### config.mk
export PLATFORM = sky130hd
export DESIGN_NAME = mwdh_queue
export DESIGN_NICKNAME = d
export VERILOG_FILES = /design/src/rtl/core/mwdh_pkg.sv /design/src/rtl/core/mwdh_queue.sv
export SDC_FILE = /design/constraint.sdc
export NUM_CORES = 1
export LEC_CHECK = 0
export BUFFER_PORTS_ARGS = -buffer_cell sky130_fd_sc_hd__buf_2
export CORE_MARGIN = 1.5
export CORE_UTILIZATION = 40
export CTS_CLUSTER_SIZE = 14
export DETAILED_ROUTE_END_ITERATION = 8
export HOLD_SLACK_MARGIN = 0.05
export SLEW_MARGIN = 10
export SYNTH_ARGS = -nofsm -noshare
export SYNTH_HDL_FRONTEND = slang
export SYNTH_SLANG_ARGS = --single-unit
### constraint.sdc
create_clock -name clk -period 6.6 [get_ports clk]
set_clock_uncertainty 0.2 [all_clocks]
set_input_delay 0.33 -clock clk [delete_from_list [all_inputs] [get_ports clk]]
set_output_delay 0.33 -clock clk [all_outputs]
set_load 0.05 [all_outputs]
### src/rtl/core/mwdh_pkg.sv
// shared types and constants for the mass weighted density histogram unit
// bin store geometry, command queue entry, op codes, config register map
// no dependencies
`default_nettype none

package mwdh_pkg;

    localparam int BIN_DEPTH   = 512;
    localparam int BIN_IDX_W   = $clog2(BIN_DEPTH);
    localparam int SEL_W       = 9;
    localparam int QUEUE_DEPTH = 4;
    localparam int QPTR_W      = $clog2(QUEUE_DEPTH);
    localparam int DIV_STEPS   = 96;
    localparam int DIV_CNT_W   = $clog2(DIV_STEPS);
    localparam int CFG_IDX_W   = 3;

    localparam logic [CFG_IDX_W-1:0] REG_LOW_BOUND  = CFG_IDX_W'(0);
    localparam logic [CFG_IDX_W-1:0] REG_UP_BOUND   = CFG_IDX_W'(1);
    localparam logic [CFG_IDX_W-1:0] REG_INV_WIDTH  = CFG_IDX_W'(2);
    localparam logic [CFG_IDX_W-1:0] REG_BINS       = CFG_IDX_W'(3);
    localparam logic [CFG_IDX_W-1:0] REG_NORM_SCALE = CFG_IDX_W'(4);

    localparam logic [31:0] RST_LOW_BOUND  = 32'd0;
    localparam logic [31:0] RST_UP_BOUND   = 32'd786432;
    localparam logic [31:0] RST_INV_WIDTH  = 32'd1638400;
    localparam logic [9:0]  RST_BINS       = 10'd300;
    localparam logic [31:0] RST_NORM_SCALE = 32'd65536;

    typedef enum logic [1:0] {
        OP_ADD   = 2'd0,
        OP_FRAME = 2'd1,
        OP_READ  = 2'd2,
        OP_CLEAR = 2'd3
    } op_t;

    typedef struct packed {
        logic signed [31:0] low_bound;
        logic signed [31:0] up_bound;
        logic [31:0]        inv_width;
        logic [9:0]         bins_in_use;
        logic [31:0]        norm_scale;
    } cfg_t;

    typedef struct packed {
        op_t                  op;
        logic [BIN_IDX_W-1:0] idx;
        logic                 sel_ok;
        logic [SEL_W-1:0]     sel;
        logic [31:0]          mass;
    } cmd_t;

    typedef enum logic [2:0] {
        ST_CLEAR,
        ST_IDLE,
        ST_ADD_WR,
        ST_MUL_LO,
        ST_MUL_HI,
        ST_SUM,
        ST_DIV,
        ST_DONE
    } back_state_t;

endpackage

`default_nettype wire

### src/rtl/core/mwdh_queue.sv
// short command queue between front end and back end
// register array with head and tail pointers
// depends on mwdh_pkg
`default_nettype none

module mwdh_queue (
    input  wire logic           clk,
    input  wire logic           rst_n,
    input  wire logic           wr_en,
    input  wire mwdh_pkg::cmd_t wr_cmd,
    output logic                q_full,
    input  wire logic           rd_en,
    output mwdh_pkg::cmd_t      rd_cmd,
    output logic                q_empty
);

    mwdh_pkg::cmd_t                 entries_reg [mwdh_pkg::QUEUE_DEPTH];
    logic [mwdh_pkg::QPTR_W-1:0]    wr_ptr_reg;
    logic [mwdh_pkg::QPTR_W-1:0]    rd_ptr_reg;
    logic [mwdh_pkg::QPTR_W:0]      count_reg;
    logic [mwdh_pkg::QPTR_W:0]      count_next;

    assign q_full  = count_reg == (mwdh_pkg::QPTR_W + 1)'(mwdh_pkg::QUEUE_DEPTH);
    assign q_empty = count_reg == '0;
    assign rd_cmd  = entries_reg[rd_ptr_reg];

    always_comb
    begin
        count_next = count_reg;
        if (wr_en && !rd_en)
        begin
            count_next = count_reg + 1'b1;
        end
        else if (rd_en && !wr_en)
        begin
            count_next = count_reg - 1'b1;
        end
    end

    always_ff @(posedge clk or negedge rst_n)
    begin
        if (!rst_n)
        begin
            wr_ptr_reg <= '0;
            rd_ptr_reg <= '0;
            count_reg  <= '0;
        end
        else
        begin
            count_reg <= count_next;
            if (wr_en)
            begin
                wr_ptr_reg <= (wr_ptr_reg == mwdh_pkg::QPTR_W'(mwdh_pkg::QUEUE_DEPTH - 1))
                              ? '0 : wr_ptr_reg + 1'b1;
            end
            if (rd_en)
            begin
                rd_ptr_reg <= (rd_ptr_reg == mwdh_pkg::QPTR_W'(mwdh_pkg::QUEUE_DEPTH - 1))
                              ? '0 : rd_ptr_reg + 1'b1;
            end
        end
    end

    always_ff @(posedge clk)
    begin
        if (wr_en)
        begin
            entries_reg[wr_ptr_reg] <= wr_cmd;
        end
    end

endmodule

`default_nettype wire

==> flow_summary.json <==
{
  "status": "finished clean",
  "cts-resized-gates": 0,
  "leakagePower_nw": 3.54,
  "n_antenna_cell": 0,
  "cts_setup_buffers": 0,
  "die_area_sq_mm": 0.0212,
  "total_power_mw": 4.82,
  "yosysUniqueCellTypes": 19,
  "drc": 0,
  "combPwrFrac": 0.362,
  "ir_drop_uv": 249,
  "syn-num-nets": 378,
  "clock-root-buffer": "clkbuf_16",
  "netlist_instances": 314,
  "syn2layout_area_growth_pct": 25.2,
  "largest_register_ffs": 212,
  "setup_viol": 0,
  "worstPathMaxFanout": 30,
  "wl_microns": 14100,
  "tns_ns": 0,
  "core_sq_mm": 0.0197,
  "critical_path_arrival_ns": 2.47,
  "r2r_end": "entries_reg[0][5]",
  "clk_latency_ns": 0.49,
  "hold_violations": 0,
  "cts-buffers-inserted": 23,
  "overflow": 0,
  "dp_cells": 679,
  "ant_nets": 0,
  "min_path_type": "reg2reg",
  "final_cells": 778,
  "met3_length_microns": 700,
  "drive_gt1_frac": 0.388,
  "vias": 3787,
  "p_sw_mw": 1.80,
  "dr_wl_met2_microns": 7330,
  "end_kind": "output pin",
  "io_buffers": 111,
  "start_kind": "flip-flop",
  "rsz0062_at_grt": "false",
  "relSlewSlack": 0.422,
  "fin_crit_sh": 0.454,
  "worstSetupEndpoint": "rd_cmd[0]",
  "dieWidth_microns": 146,
  "grt_max_degree": 57,
  "cts.sinks": 219,
  "ys_ff_latch": 219,
  "worstMarginPinSlew_ns": 0.867,
  "seq_area_sq_mm": 0.00655,
  "ys_seq_area_frac": 0.804,
  "final_cell_area_sq_mm": 0.0102,
  "power_frac_clock": 0.240,
  "ff2ff_path_depth": 3,
  "post-route-min-period_ns": 3.00,
  "io_pins": 112,
  "max_cap_violations": 0,
  "reg2reg_slack_ns": 4.58,
  "cts_buffer_depth": 3,
  "grt_pass1_vias": 4218,
  "syn_area_per_cell_sq_um": 25.9,
  "cts_hold_buf": 57,
  "cts_tree": "done",
  "grt_antenna_before_repair": 0,
  "viasPerCell": 4.87,
  "p_int_mw": 3.02,
  "utilization": 0.516,
  "required_ns": 6.07,
  "htree_levels": 1,
  "multi_input_area_sq_mm": 0.00144,
  "r2r-start": "wr_ptr_reg[0]",
  "wl_per_cell_microns": 18.2,
  "met1Wirelength_microns": 5880,
  "place_ws_ns": 3.92,
  "p_per_area_mw_per_mm2": 474,
  "clk_pin_slew_ns": 0.06,
  "final_nets": 561,
  "gp_congestion": 0.637,
  "drtPass1Iterations": 4,
  "holdWs_ns": 0.302,
  "crit_type": "reg2out",
  "synthesis.area_sq_mm": 0.00813,
  "max_freq_mhz": 334,
  "grt_first_pass_wirelength_microns": 22300,
  "drv_slew": 0,
  "initial_utilization": 0.412,
  "dpl-instance-area_sq_mm": 0.00890,
  "yosys_warnings": 0,
  "hpwl_microns": 7820,
  "p_seq_frac": 0.398,
  "drt_iter0_markers": 167,
  "fillers": 1629,
  "top_layer": "met4",
  "grt_usage": 0.136,
  "worst_slack_ns": 3.60,
  "die_h_microns": 146,
  "critPathLaunch": "rd_ptr_reg[1]",
  "swShare": 0.373,
  "rows": 51
}
worst max-delay path, cell delays in order, from the launching register on:
cell and delay, ns:
dfrtp_2 0.78, buf_4 0.54, mux4_2 0.40, buf_2 0.23
metal layers:
layer | global-route usage | vias to the layer above
met4 | 0.0332 | 0
li1 | - | 1708
met3 | 0.0317 | 23
met1 | 0.172 | 1962
met2 | 0.240 | 94
met5 | 0 | -
Yosys cell counts:
cell type,instances,area [sq um]
buf_2,6,30.0
ha_1,6,75.1
xor2_1,2,17.5
xnor2_1,1,8.76
edfxtp_1,212,6370
o21ai_0,2,10.0
dfrtp_1,7,175
and2_1,4,25.0
buf_12,5,100
mux4_1,5,131
nor3b_1,1,7.51
inv_1,4,15.0
nand2_1,2,7.51
mux4_2,48,1080
mux2_2,3,33.8
buf_6,1,11.3
fa_1,1,20.0
nor3_1,1,5.00
nor2_1,3,11.3
logic make-up after synthesis:
kind of cell	share of synthesized area
multiplexers	0.153
AND/OR/NAND/NOR	0.00692
adder cells (fa/ha/maj)	0.0117
flip-flops	0.804
buffers and inverters	0.0192
AO/OA/AOI/OAI	0.00123
XOR/XNOR	0.00323
worst min path at each step:
stage	cells past startpoint	to	start	slack [ns]
after CTS	1	count_reg[2]	count_reg[2]	0.30
after global placement	1	count_reg[2]	rst_n	-0.03
after detailed placement	1	count_reg[2]	rst_n	-0.03
final	1	count_reg[2]	count_reg[2]	0.30
after floorplan	0	count_reg[0]	rst_n	-0.17
after global routing	1	count_reg[2]	count_reg[2]	0.33
placed cells by master, fill, tap and decap left out, drive strengths merged, types with 3 or more instances in the layout:
| cell | instances |
|---|---|
| and2 | 4 |
| buf | 113 |
| clkbuf | 29 |
| clkinv | 10 |
| dfrtp | 7 |
| dlygate4sd3 | 57 |
| edfxtp | 212 |
| ha | 6 |
| inv | 5 |
| mux2 | 3 |
| mux4 | 53 |
| nor2 | 3 |
final cells by class:
type | instances | share of cell area
Clock buffer | 29 | 0.0588
Clock inverter | 12 | 0.00799
Inverter | 4 | 0.00148
Multi-Input combinational cell | 79 | 0.142
Sequential cell | 219 | 0.643
Tap cell | 265 | 0.0326
Timing Repair Buffer | 170 | 0.114
power groups by stage:
stage          clock [mW]  sequential [mW]  combinational, mW
2_1_floorplan           0             1.86               1.50
3_3_place_gp            0             2.01               1.66
3_5_place_dp            0             2.02               1.67
4_1_cts              1.19             1.99               1.70
5_1_grt              1.24             1.95               1.84
6_report             1.16             1.92               1.75
(Power assumes the default switching activity.)
