## config.mk

```make
export PLATFORM = sky130hd
export DESIGN_NAME = mwdh_front
export DESIGN_NICKNAME = d
export VERILOG_FILES = /design/src/rtl/core/mwdh_pkg.sv /design/src/rtl/core/mwdh_front.sv
export SDC_FILE = /design/constraint.sdc
export NUM_CORES = 2
export LEC_CHECK = 0
export BUFFER_PORTS_ARGS = -buffer_cell sky130_fd_sc_hd__buf_4
export CAP_MARGIN = 0
export CORE_MARGIN = 4
export CORE_UTILIZATION = 35
export DETAILED_ROUTE_END_ITERATION = 12
export GPL_TIMING_DRIVEN = 0
export PLACE_DENSITY = 0.54
export SYNTH_ARGS = -nofsm -noshare
export SYNTH_HDL_FRONTEND = slang
export SYNTH_SLANG_ARGS = --single-unit
```

## constraint.sdc

```tcl
create_clock -name clk -period 6.8 [get_ports clk]
set_clock_uncertainty 0.15 [all_clocks]
set_input_delay 1.36 -clock clk [delete_from_list [all_inputs] [get_ports clk]]
set_output_delay 1.36 -clock clk [all_outputs]
set_load 0.01 [all_outputs]
```

## src/rtl/core/mwdh_pkg.sv

```systemverilog
// shared types and constants for the mass weighted density histogram unit
// bin store geometry, command queue entry, op codes, config register map
// no dependencies
`default_nettype none

package mwdh_pkg;

    localparam int BIN_DEPTH   = 512;
    localparam int BIN_IDX_W   = $clog2(BIN_DEPTH);
    localparam int SEL_W       = 9;
    localparam int QUEUE_DEPTH = 4;
    localparam int QPTR_W      = $clog2(QUEUE_DEPTH);
    localparam int DIV_STEPS   = 96;
    localparam int DIV_CNT_W   = $clog2(DIV_STEPS);
    localparam int CFG_IDX_W   = 3;

    localparam logic [CFG_IDX_W-1:0] REG_LOW_BOUND  = CFG_IDX_W'(0);
    localparam logic [CFG_IDX_W-1:0] REG_UP_BOUND   = CFG_IDX_W'(1);
    localparam logic [CFG_IDX_W-1:0] REG_INV_WIDTH  = CFG_IDX_W'(2);
    localparam logic [CFG_IDX_W-1:0] REG_BINS       = CFG_IDX_W'(3);
    localparam logic [CFG_IDX_W-1:0] REG_NORM_SCALE = CFG_IDX_W'(4);

    localparam logic [31:0] RST_LOW_BOUND  = 32'd0;
    localparam logic [31:0] RST_UP_BOUND   = 32'd786432;
    localparam logic [31:0] RST_INV_WIDTH  = 32'd1638400;
    localparam logic [9:0]  RST_BINS       = 10'd300;
    localparam logic [31:0] RST_NORM_SCALE = 32'd65536;

    typedef enum logic [1:0] {
        OP_ADD   = 2'd0,
        OP_FRAME = 2'd1,
        OP_READ  = 2'd2,
        OP_CLEAR = 2'd3
    } op_t;

    typedef struct packed {
        logic signed [31:0] low_bound;
        logic signed [31:0] up_bound;
        logic [31:0]        inv_width;
        logic [9:0]         bins_in_use;
        logic [31:0]        norm_scale;
    } cfg_t;

    typedef struct packed {
        op_t                  op;
        logic [BIN_IDX_W-1:0] idx;
        logic                 sel_ok;
        logic [SEL_W-1:0]     sel;
        logic [31:0]          mass;
    } cmd_t;

    typedef enum logic [2:0] {
        ST_CLEAR,
        ST_IDLE,
        ST_ADD_WR,
        ST_MUL_LO,
        ST_MUL_HI,
        ST_SUM,
        ST_DIV,
        ST_DONE
    } back_state_t;

endpackage

`default_nettype wire

```

## src/rtl/core/mwdh_front.sv

```systemverilog
// front end: takes requests, bounds check, bin index by multiply, clamp
// two elastic stages feeding the command queue
// depends on mwdh_pkg
`default_nettype none

module mwdh_front (
    input  wire logic                  clk,
    input  wire logic                  rst_n,
    input  wire mwdh_pkg::cfg_t        cfg,
    input  wire logic                  hold,
    input  wire logic                  push,
    output logic                       full,
    input  wire logic [1:0]            op,
    input  wire logic signed [31:0]    position,
    input  wire logic [31:0]           mass,
    input  wire logic [mwdh_pkg::SEL_W-1:0] bin_select,
    output logic                       q_push,
    output mwdh_pkg::cmd_t             q_cmd,
    input  wire logic                  q_full
);

    logic                          s1_valid_reg;
    mwdh_pkg::op_t                 s1_op_reg;
    logic [31:0]                   s1_diff_reg;
    logic                          s1_in_range_reg;
    logic [31:0]                   s1_mass_reg;
    logic [mwdh_pkg::SEL_W-1:0]    s1_sel_reg;
    logic                          s1_sel_ok_reg;

    logic                          s2_valid_reg;
    mwdh_pkg::op_t                 s2_op_reg;
    logic [31:0]                   s2_bin_reg;
    logic [31:0]                   s2_mass_reg;
    logic [mwdh_pkg::SEL_W-1:0]    s2_sel_reg;
    logic                          s2_sel_ok_reg;

    logic        accept;
    logic        s1_move;
    logic        s2_free;
    logic        in_range;
    logic [32:0] diff_wide;
    logic [63:0] prod;
    logic [31:0] eff_bins;
    logic [31:0] last_bin;
    logic [31:0] bin_clamped;

    assign q_push  = s2_valid_reg && !q_full;
    assign s2_free = !s2_valid_reg || q_push;
    assign s1_move = s1_valid_reg && s2_free;
    assign full    = (s1_valid_reg && !s1_move) || hold;
    assign accept  = push && !full;

    assign in_range  = ($signed(position) > $signed(cfg.low_bound))
                    && ($signed(position) < $signed(cfg.up_bound));
    assign diff_wide = {position[31], position} - {cfg.low_bound[31], cfg.low_bound};
    assign prod      = 64'(s1_diff_reg) * 64'(cfg.inv_width);

    // bins in use limited to one .. store depth
    always_comb
    begin
        eff_bins = 32'(cfg.bins_in_use);
        if (eff_bins == 32'd0)
        begin
            eff_bins = 32'd1;
        end
        if (eff_bins > 32'(mwdh_pkg::BIN_DEPTH))
        begin
            eff_bins = 32'(mwdh_pkg::BIN_DEPTH);
        end
        last_bin    = eff_bins - 32'd1;
        bin_clamped = (s2_bin_reg > last_bin) ? last_bin : s2_bin_reg;
    end

    always_comb
    begin
        q_cmd.op     = s2_op_reg;
        q_cmd.mass   = s2_mass_reg;
        q_cmd.sel    = s2_sel_reg;
        q_cmd.sel_ok = s2_sel_ok_reg;
        if (s2_op_reg == mwdh_pkg::OP_READ)
        begin
            q_cmd.idx = mwdh_pkg::BIN_IDX_W'(s2_sel_reg);
        end
        else
        begin
            q_cmd.idx = mwdh_pkg::BIN_IDX_W'(bin_clamped);
        end
    end

    always_ff @(posedge clk or negedge rst_n)
    begin
        if (!rst_n)
        begin
            s1_valid_reg <= 1'b0;
            s2_valid_reg <= 1'b0;
        end
        else
        begin
            if (accept)
            begin
                s1_valid_reg <= 1'b1;
            end
            else if (s1_move)
            begin
                s1_valid_reg <= 1'b0;
            end
            // samples outside the region are dropped here
            if (s1_move)
            begin
                s2_valid_reg <= (s1_op_reg != mwdh_pkg::OP_ADD) || s1_in_range_reg;
            end
            else if (q_push)
            begin
                s2_valid_reg <= 1'b0;
            end
        end
    end

    always_ff @(posedge clk)
    begin
        if (accept)
        begin
            s1_op_reg       <= mwdh_pkg::op_t'(op);
            s1_diff_reg     <= diff_wide[31:0];
            s1_in_range_reg <= in_range;
            s1_mass_reg     <= mass;
            s1_sel_reg      <= bin_select;
            s1_sel_ok_reg   <= 32'(bin_select) < 32'(mwdh_pkg::BIN_DEPTH);
        end
        if (s1_move)
        begin
            s2_op_reg     <= s1_op_reg;
            s2_bin_reg    <= prod[63:32];
            s2_mass_reg   <= s1_mass_reg;
            s2_sel_reg    <= s1_sel_reg;
            s2_sel_ok_reg <= s1_sel_ok_reg;
        end
    end

endmodule

`default_nettype wire

```

==> results.py <==
metrics = {
    "status": {
        "status": "finished with violations",
        "failed_checks": "negative setup slack",
    },
    "cts": {
        "cts_made_buffers": 17,
        "clockRootBuffer": "clkbuf_16",
        "insertion_delay_ps": 480,
        "cts_tree": "built",
        "htreeDepth": 4,
        "cts.clk_slew.worst_paths_ps": 80,
        "cts_hold_buf": 0,
        "clockBufferDepth": 2,
        "cts_sinks": 153,
    },
    "placed_design": {
        "io_buffers": 239,
        "routabilityCongestion": 1.010,
        "place_inst": 6101,
        "preCtsSetupSlack_ps": -3639,
        "dp_hpwl_mm": 129.0,
    },
    "global_routing": {
        "grt_pass1_vias": 34483,
        "grt_use_total": 0.2566,
        "grt.overflow.total": 0,
        "antenna_found_initial": 17,
        "grt_max_degree": 56,
        "grt_pass1_wl_mm": 227.5,
    },
    "worst_setup_path": {
        "critPathArrivalTime_ps": 8340,
        "worstRegToRegCells": 23,
        "path_max_fanout": 10,
        "critPathLaunchType": "flop",
        "cp.required_ps": 6870,
        "path_class": "reg2reg",
        "r2r_slack_ps": -1470,
        "crit_path_end_kind": "flop",
    },
    "die": {
        "num_rows": 125,
        "die_area_mm2": 0.1231,
        "die_w_um": 350.9,
        "start_util": 0.3532,
        "die_height_um": 350.9,
        "core_mm2": 0.1165,
        "io-pin-count": 273,
    },
    "sta": {
        "setup_violations": 32,
        "hold_viol": 0,
        "fmax_ghz": 0.1209,
        "worst_slack_ps": -1471,
        "finalCriticalPeriod_ps": 8271,
        "fin_crit_sh": 1.216,
        "rsz0062_at_grt": "yes",
        "slew_viol_final": 0,
        "max_slew_margin": 0.3517,
        "worst_slew_pin_slew_ps": 972.4,
    },
    "cells_and_area": {
        "final_cells": 6260,
        "syn2layout_area_growth_pct": 20.40,
        "seq_area_mm2": 0.004584,
        "multi_input_comb_area_mm2": 0.03349,
        "n_fill_cell": 11495,
        "layout-drive-gt1-share": 0.1747,
        "final_nets": 6185,
    },
    "yosys": {
        "ys_top_cells_by_area": "fa_1 44%, edfxtp_1 11%, ha_1 11%",
        "ys_warn_count": 0,
        "ys_seq_area_frac": 0.1114,
        "synth_top_area_frac": 0.4358,
        "syn_area_mm2": 0.04116,
        "avgSynthCellArea_um2": 9.514,
        "async_flop_share": 0.01307,
        "synth_top_cell_by_area": "fa_1",
        "ys_ff_latch": 153,
        "synthFlopType": "edfxtp_1",
        "synth_edf_count": 151,
        "synthMostInstantiatedCell": "inv_1",
        "synth.distinct_cells": 67,
        "synth.top_cells.by_count": "954 x inv_1, 896 x fa_1, 619 x and2_1, 473 x nand2_1, 357 x ha_1",
        "synthCells": 4326,
    },
    "drt": {
        "ant_nets": 0,
        "avgRoutedWirePerCell_um": 24.91,
        "first_pass_iters": 7,
        "vias": 32560,
        "drt-vias-per-instance": 5.201,
        "drc_errors": 0,
        "finalWirelength_mm": 155.9,
        "drtIter0Drc": 2300,
    },
    "run": {
        "maxCapViolCount": 0,
    },
    "hold_path": {
        "whs_path_depth": 0,
        "min_path_type": "reg2reg",
    },
}
-- worst max-delay path: stages (launching register included) --
cell	delay, ps
edfxtp_1	440
clkbuf_1	750
and2_1	270
fa_1	470
fa_1	550
inv_1	70
fa_2	540
fa_1	410
inv_1	80
fa_2	480
fa_1	580
fa_1	440
fa_1	510
ha_4	310
nand4_1	160
or4_4	460
or4_4	440
o22ai_4	130
buf_12	150
o211ai_4	120
a21oi_2	200
nor3_2	80
o21bai_2	120
xor2_1	90
-- repair_timing --
action / CTS / global route
pin swaps: 134 / 120
buffers inserted: 91 / 32
resized for setup: 439 / 171
setup endpoints to repair: 41 / 41
cloned: 0 / 3
-- placed cells by master, fill, tap and decap left out, types with 53 or more instances in the layout --
cell,n
nor2_1,73
and2_1,564
nand2_1,465
clkbuf_16,58
edfxtp_1,151
and2_4,53
fa_2,54
inv_1,938
clkbuf_2,72
fa_1,842
buf_4,309
ha_1,334
a21oi_1,77
-- layer usage --
| layer | global-route usage | wire length, um | vias up |
|---|---|---|---|
| met1 | 0.3295 | 60860 | 17013 |
| met4 | 0.1366 | 10030 | 4 |
| met3 | 0.04561 | 12370 | 366 |
| met2 | 0.4142 | 72620 | 1314 |
| met5 | 0 | 24 | - |
| li1 | - | - | 13863 |
-- final timing paths --
kind | from | end
worst max-delay path | s1_diff_reg[11] | s2_bin_reg[24]
worst min-delay path | s1_sel_reg[8] | s2_sel_reg[8]
worst max register to register | s1_diff_reg[11] | s2_bin_reg[24]
worst min register to register | s1_sel_reg[8] | s2_sel_reg[8]
max in group asynchronous | rst_n | s1_valid_reg
min in group asynchronous | rst_n | s2_valid_reg
-- area by class of cell --
cell class,count,share of cell area
Antenna cell,9,0.0004545
Buffer,213,0.04370
Tap cell,1524,0.03848
Clock buffer,17,0.008584
Timing Repair Buffer,366,0.06486
Clock inverter,15,0.003383
Inverter,954,0.07226
Sequential cell,153,0.09251
Multi-Input combinational cell,3009,0.6758
-- logic make-up after synthesis --
kind of cell	synth area share
and+or+nand+nor	0.1718
adders and majority gates	0.5443
buffers and inverters	0.1072
AOI/OAI and AO/OA	0.05062
DFF	0.1114
xor gates and xnor gates	0.01341
muxes	0.001216
other	0.00009111
-- per-stage QoR --
stage / hold slack, ps / setup TNS [ps] / util / instance area, um^2
2_1_floorplan: 250.3 / -31940 / - / 41850
3_3_place_gp: 250.4 / -93710 / 0.3910 / 45550
3_5_place_dp: 255.2 / -93720 / 0.3915 / 45610
4_1_cts: 270.8 / -39150 / 0.4181 / 48710
5_1_grt: 266.1 / -44880 / 0.4251 / 49540
6_report: 265.8 / -39990 / 0.4253 / 49560
Power is left out: the tool's default activity adds up to more than one toggle a clock period on the data nets, which glitch-free logic cannot reach.
